File: src/design/tcf_pkg.sv
package tcf_pkg;

    localparam int TAPS       = 8;
    localparam int NUM_COEFS  = 8;
    localparam int PTR_W      = (TAPS > 1) ? $clog2(TAPS) : 1;
    localparam int CIDX_W     = 3;
    localparam int SAMPLE_W   = 32;
    localparam int COEF_W     = 18;
    localparam int PROD_W     = SAMPLE_W + COEF_W;
    localparam int ACC_W      = PROD_W + 3;
    localparam int FRAC_W     = 16;
    localparam int Q_W        = ACC_W - FRAC_W;
    localparam int ROUND_BIAS = 2 ** (FRAC_W - 1);

    localparam logic [PTR_W:0] TAPS_EXT = (PTR_W + 1)'(TAPS);
    localparam logic [PTR_W-1:0] LAST_TAP = PTR_W'(TAPS - 1);

    localparam logic signed [COEF_W-1:0] COEF_RESET [NUM_COEFS] = '{
        18'sd65536, 18'sd0, 18'sd0, 18'sd0, 18'sd0, 18'sd0, 18'sd0, 18'sd0
    };

    typedef struct packed {
        logic signed [SAMPLE_W-1:0] x;
        logic signed [SAMPLE_W-1:0] y;
        logic signed [SAMPLE_W-1:0] z;
    } sample_t;

    typedef struct packed {
        logic                     valid;
        logic                     first;
        logic                     last;
        logic signed [COEF_W-1:0] coef;
    } issue_t;

    function automatic logic signed [SAMPLE_W-1:0] round_sat(
        input logic signed [ACC_W-1:0] acc
    );
        logic [ACC_W-1:0] biased;
        logic [Q_W-1:0]   q;
        logic             fits;
        biased = acc + ACC_W'(ROUND_BIAS);
        q      = biased[ACC_W-1:FRAC_W];
        fits   = (&q[Q_W-1:SAMPLE_W-1]) || !(|q[Q_W-1:SAMPLE_W-1]);
        if (fits)
        begin
            round_sat = q[SAMPLE_W-1:0];
        end
        else if (q[Q_W-1])
        begin
            round_sat = {1'b1, {(SAMPLE_W-1){1'b0}}};
        end
        else
        begin
            round_sat = {1'b0, {(SAMPLE_W-1){1'b1}}};
        end
    endfunction

endpackage

File: src/design/tcf_hist_mem.sv
module tcf_hist_mem (
    input  logic                        clk,
    input  logic                        rst_n,
    input  logic                        wr_en,
    input  logic [tcf_pkg::PTR_W-1:0]   wr_addr,
    input  tcf_pkg::sample_t            wr_data,
    input  logic                        rd_en,
    input  logic [tcf_pkg::PTR_W-1:0]   rd_addr,
    output tcf_pkg::sample_t            rd_data
);

    tcf_pkg::sample_t                   hist_mem [tcf_pkg::TAPS];
    logic [tcf_pkg::TAPS-1:0]           vld_reg;
    tcf_pkg::sample_t                   rd_data_reg;

    // entries never written read as zero
    always_ff @(posedge clk or negedge rst_n)
    begin
        if (!rst_n)
        begin
            vld_reg <= '0;
        end
        else if (wr_en)
        begin
            vld_reg[wr_addr] <= 1'b1;
        end
    end

    always_ff @(posedge clk)
    begin
        if (wr_en)
        begin
            hist_mem[wr_addr] <= wr_data;
        end
        if (rd_en)
        begin
            rd_data_reg <= vld_reg[rd_addr] ? hist_mem[rd_addr] : '0;
        end
    end

    assign rd_data = rd_data_reg;

endmodule

File: config.mk
export PLATFORM = sky130hd
export DESIGN_NAME = tcf_hist_mem
export DESIGN_NICKNAME = d
export VERILOG_FILES = /design/src/design/tcf_pkg.sv /design/src/design/tcf_hist_mem.sv
export SDC_FILE = /design/constraint.sdc
export NUM_CORES = 1
export LEC_CHECK = 0
export BUFFER_PORTS_ARGS = -buffer_cell sky130_fd_sc_hd__buf_2
export CAP_MARGIN = 10
export CORE_MARGIN = 3
export CORE_UTILIZATION = 31
export CTS_CLUSTER_SIZE = 14
export DETAILED_ROUTE_END_ITERATION = 16
export RECOVER_POWER = 25
export SLEW_MARGIN = 20
export SYNTH_ARGS = -nofsm -noshare
export SYNTH_HDL_FRONTEND = slang
export SYNTH_SLANG_ARGS = --single-unit
File: constraint.sdc
create_clock -name clk -period 2.2 [get_ports clk]
set_clock_uncertainty 0.15 [all_clocks]
set_input_delay 0.22 -clock clk [delete_from_list [all_inputs] [get_ports clk]]
set_output_delay 0.22 -clock clk [all_outputs]
set_load 0.01 [all_outputs]
==> results_dict.tcl, run 1 <==
set metrics [dict create \
    die_h_um 329 \
    critPathLaunchType "input pin" \
    pre_cts_slack_ps 40.3 \
    relSlewSlack 0.656 \
    nets 1866 \
    drtPass1Iterations 5 \
    avgViaCountPerCell 4.69 \
    drt_wl_total_mm 74.4 \
    grt_antenna_before_repair 13 \
    ant_nets 0 \
    min_period_ps 2200 \
    htree_levels 3 \
    hp-class "input pin to register" \
    portBuffers 201 \
    period_share 1.00 \
    power_density_mw_per_mm2 928 \
    drc 0 \
    worstMarginPinSlew_ps 516 \
    mostFrequentLayoutCell "edfxtp_1" \
    syn_area_mm2 0.0323 \
    final_layout_size_suffix_gt1_frac 0.315 \
    leakage_uw 0.0133 \
    n_fill_cell 9240 \
    coreArea_mm2 0.102 \
    place_inst 2927 \
    post_drt_wl_per_cell_um 23.2 \
    multi_input_area_mm2 0.00594 \
    timing.fmax_ghz 0.455 \
    grt.total_usage 0.139 \
    clk_pin_slew_ps 60 \
    setup_ws_ps 0.890 \
    rows 117 \
    place_area_mm2 0.0360 \
    syn2layout_area_growth_pct 24.4 \
    cpMostUsedCell "dlygate4sd3_1" \
    vias 15076 \
    cts_buffers 96 \
    grt_max_degree 55 \
    critPathSlowestCell "dlygate4sd3_1" \
    ys_seq_elements 872 \
    synth_top_area_cell "edfxtp_1" \
    crit_chain "dlygate4sd3_1, buf_2, nand2_8, dlygate4sd3_1, nor2_4, buf_12" \
    start_util 0.315 \
    synth.top_cell.area_share 0.804 \
    setup_viol 0 \
    cts_root_buf "clkbuf_16" \
    synthCells 1344 \
    syn_area_per_cell_um2 24.0 \
    grt_pass1_wl_mm 110 \
    postLayoutCellArea_mm2 0.0401 \
    cts.sinks 872 \
    clock_latency_ps 650 \
    tritoncts "yes" \
    dpl.hpwl_mm 43.0 \
    end_kind "register" \
    cts_setup_buffers 0 \
    hold_violations 0 \
    cp_data_arrival_time_ps 2370 \
    final_cell_mix "edfxtp_1 (864), mux4_2 (194), buf_2 (137), dlygate4sd3_1 (103), clkbuf_16 (97)" \
    slew_violations 0 \
    synth_cell_types 14 \
    ys_top_cells_by_area "edfxtp_1 (80%), mux4_2 (14%), mux2i_1 (3.0%)" \
    critPathMaxStageDelay_ps 610 \
    yosysWarnings 0 \
    worst_ep_required_time_ps 2370 \
    ff_latch_area_mm2 0.0261 \
    synthesis.nets 1450 \
    overflow 0 \
    ios 202 \
    critical_path_class "input pin to register" \
    peakVddDrop_uv 517 \
    maxCapViolations 0 \
    drtIter0Drc 1119 \
    dieArea_mm2 0.108 \
    ys_seq_area_frac 0.811 \
    gp_congestion 0.695 \
    stdcell_count 3214 \
    rsz0062_at_grt "true" \
    die_width_um 329 \
    largest_reg_flops 768 \
    clockBufferDepth 3 \
    status "finished clean" \
    crit_fanout 33 \
    grt_pass1_vias 16385 \
    setup-tns-final_ps 0 \
]
per-stage QoR:
step / hold slack, ps / total power [uW] / util
after floorplan: -226 / 20600 / -
after global placement: -86.5 / 21800 / 0.352
after detailed placement: -80.4 / 21800 / 0.352
after CTS: 34.3 / 37800 / 0.392
after global routing: 66.8 / 38600 / 0.391
final: 85.4 / 37200 / 0.392
logic make-up (layout without fill, tap and decap cells):
family                 Yosys count  after routing  synth area share
multiplexers                   291            291             0.166
buffers and inverters           64            556           0.00881
AND/OR/NAND/NOR                117            117            0.0145
other                            0             10                 0
flip-flops                     872            872             0.811
worst paths after layout:
| kind | startpoint | endpoint | slack (ps) | cells after the start |
|---|---|---|---|---|
| worst max-delay path | wr_addr[0] | hist_mem[5][59] | 0.9 | 6 |
| worst min-delay path | wr_addr[1] | hist_mem[1][28] | 90 | 3 |
| worst max register to register | vld_reg[5] | rd_data[32] | 70 | 5 |
| worst min register to register | vld_reg[7] | vld_reg[7] | 310 | 1 |
| max in group asynchronous | rst_n | vld_reg[0] | 1220 | 3 |
| min in group asynchronous | rst_n | vld_reg[3] | 410 | 3 |
report_power, final:
part	internal, uW	switching, uW
Sequential	19000	186
Combinational	1080	1300
Clock	9210	6420
area by class of cell:
cell class / instances / area share
diodes: 10 / 0.000624
multi-input cells: 408 / 0.148
repair buffers: 382 / 0.0798
clock buffers: 115 / 0.0624
flip-flops and latches: 872 / 0.652
well taps: 1368 / 0.0427
clock inverters: 59 / 0.0148
per-layer routing:
layer | part of all wire | vias up | track usage
met1 | 0.44 | 8059 | 0.191
met3 | 0.060 | 91 | 0.0290
met4 | 0.017 | 6 | 0.0360
li1 | - | 6494 | -
met5 | 0.00055 | - | 0
met2 | 0.48 | 426 | 0.225
critical path: cells and delay by family:
kind	cells	cell delay (ps)
and+or+nand+nor	2	430
buffers and inverters	4	1670
cells in the mapped netlist, drive strengths merged:
| master | n |
|---|---|
| edfxtp | 864 |
| or2 | 8 |
| mux2i | 97 |
| clkbuf | 21 |
| nor2 | 102 |
| nand2 | 2 |
| nor3 | 2 |
| mux4 | 194 |
| buf | 43 |
| nand2b | 3 |
| dfrtp | 8 |
what timing repair did:
item | 4_1_cts | 5_1_grt
hold buffers | 103 | 0
setup endpoints to repair | 0 | 10
resized for setup | 0 | 2
endpoints found under the hold margin | 797 | 0
No activity file was read; power rests on OpenSTA's default activity.
==> run 2, diff against run 1 <==
- CELL_PAD_IN_SITES_DETAIL_PLACEMENT: unset -> 1
- CELL_PAD_IN_SITES_GLOBAL_PLACEMENT: unset -> 2
- CORE_UTILIZATION: 31 -> 48
- PLACE_DENSITY_LB_ADDON: unset -> 0.1
==> run 2 against run 1 <==
The run now ends with max-capacitance violations, max-slew violations left; maximum frequency is 2.2% higher; first-iteration DRC count rose by 15%; critical path depth did not move; count of clock-buffer cells in the layout is 10 lower; sequential power hardly changed; final area is 2.9% lower; global-route usage increased by 6.8 points; routed wire length decreased by 4.3%; non-clock buffer count decreased by 8; sequential cell count did not move; die area down 35%; total power down 3.2%; critical path type unchanged; largest power group unchanged; highest routed layer unchanged.
==> results_dict.tcl, run 2 (synthesis gave the netlist of run 1 again) <==
set metrics [dict create \
    status "complete, but fails checks" \
    violations "max-capacitance violations, max-slew violations" \
    setup_viol 0 \
    clk_pin_slew_ps 60 \
    grt_pass1_wl_mm 107 \
    nets 1850 \
    n_fill_cell 5507 \
    p_clk_frac 0.402 \
    final_layout_size_suffix_gt1_frac 0.306 \
    vias 15058 \
    timing.fmax_ghz 0.465 \
    min_period_ps 2150 \
    dpl.hpwl_mm 40.3 \
    rows 94 \
    final_cell_mix "edfxtp_1 (864), mux4_2 (194), buf_2 (145), dlygate4sd3_1 (101)" \
    htree_levels 3 \
    peakVddDrop_uv 646 \
    critPathLaunchType "input pin" \
    dieArea_mm2 0.0703 \
    met3_length_mm 3.57 \
    leakage_uw 0.0130 \
    p_switching_uw 7450 \
    largest_reg_flops 768 \
    syn2layout_area_growth_pct 20.8 \
    drt_wl_total_mm 71.2 \
    multi_input_area_mm2 0.00594 \
    cp_data_arrival_time_ps 2270 \
    crit_end "hist_mem[5][17]" \
    drtIter0Drc 1288 \
    clockBufferDepth 3 \
    die_width_um 265 \
    grt_pass1_vias 16798 \
    worstMarginPinSlew_ps 1980 \
    power_density_mw_per_mm2 924 \
    rsz0062_at_grt "false" \
    crit_fanout 17 \
    pre_cts_slack_ps 87.9 \
    drc 0 \
    grt.total_usage 0.207 \
    drt-met1-wl_mm 30.4 \
    ios 202 \
    maxCapViolations 1 \
    critPathLaunch "wr_addr[0]" \
    worst_ep_required_time_ps 2320 \
    relSlewSlack -0.321 \
    post_drt_wl_per_cell_um 26.6 \
    mostFrequentLayoutCell "edfxtp_1" \
    p_int_uw 28600 \
    portBuffers 201 \
    ant_nets 0 \
    clock_latency_ps 620 \
    drtPass1Iterations 5 \
    power_frac_comb 0.064 \
    cts_setup_buffers 0 \
    cts_root_buf "clkbuf_16" \
    die_h_um 265 \
    grt_antenna_before_repair 10 \
    reg2reg_slack_ps 190 \
    period_share 0.978 \
    avgViaCountPerCell 5.62 \
    regToRegEndpoint "rd_data[81]" \
    slew_violations 29 \
    tritoncts "yes" \
    critical_path_class "input pin to register" \
    r2r_cells 4 \
    ff_latch_area_mm2 0.0261 \
    cts_buffers 88 \
    overflow 0 \
    start_util 0.487 \
    grt_max_degree 69 \
    switching_share 0.207 \
    total_power_uw 36000 \
    gp_congestion 0.700 \
    cts.sinks 872 \
    met2_length_mm 35.9 \
    hold_violations 0 \
    setup_ws_ps 47.8 \
    reg2reg_from "vld_reg[7]" \
    end_kind "register" \
    hp-class "input pin to register" \
    dr.max_layer_used "met5" \
    seq_power_share 0.533 \
    coreArea_mm2 0.0662 \
]
==> run 2: changes by cell type in the layout (fill, tap and decap cells not counted), sizes merged <==
cell	before	now
clkinvlp	8	5
buf	219	217
inv	7	0
diode	10	5
dlygate4sd3	103	101
clkinv	35	39
clkbuf	175	161
==> run 2: worst min-delay path by stage <==
stage | startpoint | endpoint | slack [ps] | cells past startpoint
global placement | rst_n | vld_reg[4] | -80 | 1
CTS | rd_en | rd_data[7] | 40 | 2
floorplan | rst_n | vld_reg[0] | -230 | 0
global route | wr_addr[1] | hist_mem[0][35] | 100 | 3
finish | wr_addr[1] | hist_mem[0][35] | 110 | 3
detailed placement | rst_n | vld_reg[4] | -80 | 1
==> run 2: final cells by class <==
cell class / count / area share
clock buffer: 105 / 0.0592
antenna: 5 / 0.000321
clock inverter: 53 / 0.0122
sequential: 872 / 0.671
timing repair buffer: 374 / 0.0770
multi-input combinational: 408 / 0.153
tap: 864 / 0.0277
==> run 2: layer usage <==
layer / GRT usage / up-vias
li1: - / 6437
met1: 0.286 / 8129
met2: 0.349 / 377
met3: 0.0340 / 105
met4: 0.0514 / 10
met5: 0 / -
==> run 2: critical path, cell delays in order <==
cell and delay (ps):
dlygate4sd3_1 520, buf_2 160, nand2_8 80, dlygate4sd3_1 610, nor2_4 270, buf_4 380
==> run 2: through the flow <==
| step | instances | TNS (ps) | hold slack [ps] | area (um^2) | utilization |
|---|---|---|---|---|---|
| final | 2681 | 0 | 107 | 39000 | 0.588 |
| after global routing | 2679 | 0 | 102 | 39000 | 0.588 |
| after CTS | 2676 | 0 | 42.4 | 39000 | 0.590 |
| after detailed placement | 2417 | 0 | -77.8 | 35200 | 0.532 |
| after global placement | 2417 | 0 | -84.8 | 35200 | 0.532 |
| after floorplan | 1344 | -300410 | -226 | 32400 | - |
==> run 2: power groups by stage <==
stage | Sequential, uW | Clock, uW | Combinational, uW
2_1_floorplan | 19600 | 0 | 1060
3_3_place_gp | 19500 | 0 | 2180
5_1_grt | 19300 | 15600 | 2520
3_5_place_dp | 19600 | 0 | 2240
6_report | 19200 | 14500 | 2320
4_1_cts | 19200 | 14800 | 2400
==> run 2: timing repair <==
action / 4_1_cts / 5_1_grt
resized for setup: 0 / 0
hold buffers: 101 / 0
endpoints found under the hold margin: 777 / 0
==> run 3, diff against run 2 <==
==> constraint.sdc (replaced) <==
create_clock -name clk -period 2.2 [get_ports clk]
set_clock_uncertainty 0.15 [all_clocks]
set_input_delay 0.44 -clock clk [delete_from_list [all_inputs] [get_ports clk]]
set_output_delay 0.44 -clock clk [all_outputs]
set_load 0.01 [all_outputs]
==> run 3 against run 2 <==
The run still ends with max-capacitance violations, max-slew violations left; combinational power grew 5%; via count grew 0.36%; cell count grew 1.7%; die area is the same; setup slack gained 190 ps; maximum frequency grew 9.5%; count of clock-buffer cells in the layout grew 9; first-iteration DRC count shrank 8.0%; hold slack gained 32 ps; largest cell class unchanged; highest routed layer unchanged.
==> results_dict.tcl, run 3 (synthesis gave the netlist of run 1 again) <==
set metrics [dict create \
    status "complete, but fails checks" \
    violations "max-capacitance violations, max-slew violations" \
    post_drt_wl_per_cell_um 26.6 \
    grt.total_usage 0.214 \
    cp_top_family "multiplexers" \
    critPathSlowestCell "mux4_2" \
    relSlewSlack -0.0667 \
    grt_pass1_wl_mm 111 \
    worst_ep_required_time_ps 2410 \
    dieArea_mm2 0.0703 \
    end_kind "register" \
    drtIter0Drc 1185 \
    cp_data_arrival_time_ps 2180 \
    largest_reg_flops 768 \
    ant_nets 0 \
    avgViaCountPerCell 5.54 \
    grt_pass1_vias 16849 \
    htree_levels 3 \
    peakVddDrop_uv 644 \
    overflow 0 \
    setup_viol 0 \
    multi_input_area_mm2 0.00594 \
    final_layout_size_suffix_gt1_frac 0.323 \
    gp_congestion 0.701 \
    min_period_ps 1960 \
    cts_root_buf "clkbuf_16" \
    syn2layout_area_growth_pct 22.8 \
    cp_num_buf_inv 2 \
    r2r_cells 5 \
    portBuffers 201 \
    vias 15112 \
    worst-path-stages 5 \
    cts_resized 0 \
    ff_latch_area_mm2 0.0261 \
    worstMarginPinSlew_ps 1600 \
    total_power_uw 36000 \
    start_util 0.487 \
    critical_path_class "register to register" \
    cts_buffers 90 \
    grt_use_met2 0.352 \
    clock_latency_ps 610 \
    grt_use_met1 0.305 \
    cts.sinks 872 \
    hp-class "input pin to async pin" \
    reg2reg_from "vld_reg[0]" \
    clk_pin_slew_ps 60 \
    reg2reg_slack_ps 240 \
    drt_wl_total_mm 72.5 \
    slew_violations 13 \
    maxCapViolations 1 \
    drtPass1Iterations 7 \
    n_fill_cell 5499 \
    die_width_um 265 \
    grt_max_degree 41 \
    hold_violations 0 \
    grt_util_met3 0.0377 \
    tritoncts "yes" \
    leakage_uw 0.0134 \
    dpl.hpwl_mm 44.8 \
    crit_fanout 20 \
    ios 202 \
    crit_chain "mux4_2, mux2i_4, buf_12, buf_12, nor2_1" \
    final_cell_mix "edfxtp_1 (864), mux4_2 (194), buf_2 (146), nor2_1 (97), dlygate4sd3_1 (97)" \
    critPathMaxStageDelay_ps 490 \
    power_density_mw_per_mm2 909 \
    holdBufCountCts 97 \
    cpMostUsedCell "buf_12" \
    clockBufferDepth 3 \
    place_area_mm2 0.0359 \
    rsz0062_at_grt "false" \
    rows 94 \
    grt_antenna_before_repair 9 \
    setup-tns-final_ps 0 \
    nets 1894 \
    cts_setup_buffers 0 \
    grt_busiest_layer "met2" \
    postLayoutCellArea_mm2 0.0396 \
    timing.fmax_ghz 0.509 \
    mostFrequentLayoutCell "edfxtp_1" \
    die_h_um 265 \
    fin_hold_ws_ps 138 \
    regToRegEndpoint "rd_data[11]" \
    drc 0 \
    critPathLaunchType "register" \
    coreArea_mm2 0.0662 \
    period_share 0.893 \
]
==> run 3: worst max-delay path by stage <==
stage / startpoint / endpoint / slack [ps]
floorplan: wr_addr[0] / hist_mem[0][0] / -1340
global placement: rd_addr[0] / rd_data[18] / -2
detailed placement: rd_addr[0] / rd_data[9] / -3
CTS: vld_reg[0] / rd_data[11] / 250
global route: vld_reg[0] / rd_data[18] / 190
finish: vld_reg[0] / rd_data[11] / 240
==> run 3: power by group <==
group	switching [uW]	leakage (uW)	internal (uW)
sequential	194	0.00799	19000
combinational	1300	0.00403	1140
clock	6050	0.00134	8280
total	7540	0.0134	28400
==> run 3: routing by layer <==
| layer | wire length, um | vias up |
|---|---|---|
| met2 | 36200 | 369 |
| met3 | 3790 | 99 |
| li1 | - | 6551 |
| met1 | 31400 | 8085 |
| met4 | 1070 | 8 |
| met5 | 42 | - |
==> run 3: area by class of cell <==
type / count / area share
multi-input combinational: 408 / 0.150
sequential: 872 / 0.660
clock buffer: 114 / 0.0608
clock inverter: 47 / 0.00885
timing repair buffer: 416 / 0.0925
tap: 864 / 0.0273
antenna: 5 / 0.000316
==> run 3: per-stage QoR <==
step | cells | setup slack (ps) | util
after global routing | 2722 | 187 | 0.598
final | 2726 | 235 | 0.598
after global placement | 2463 | -2.26 | 0.543
after CTS | 2721 | 246 | 0.599
after floorplan | 1344 | -1340 | -
after detailed placement | 2463 | -3.19 | 0.543
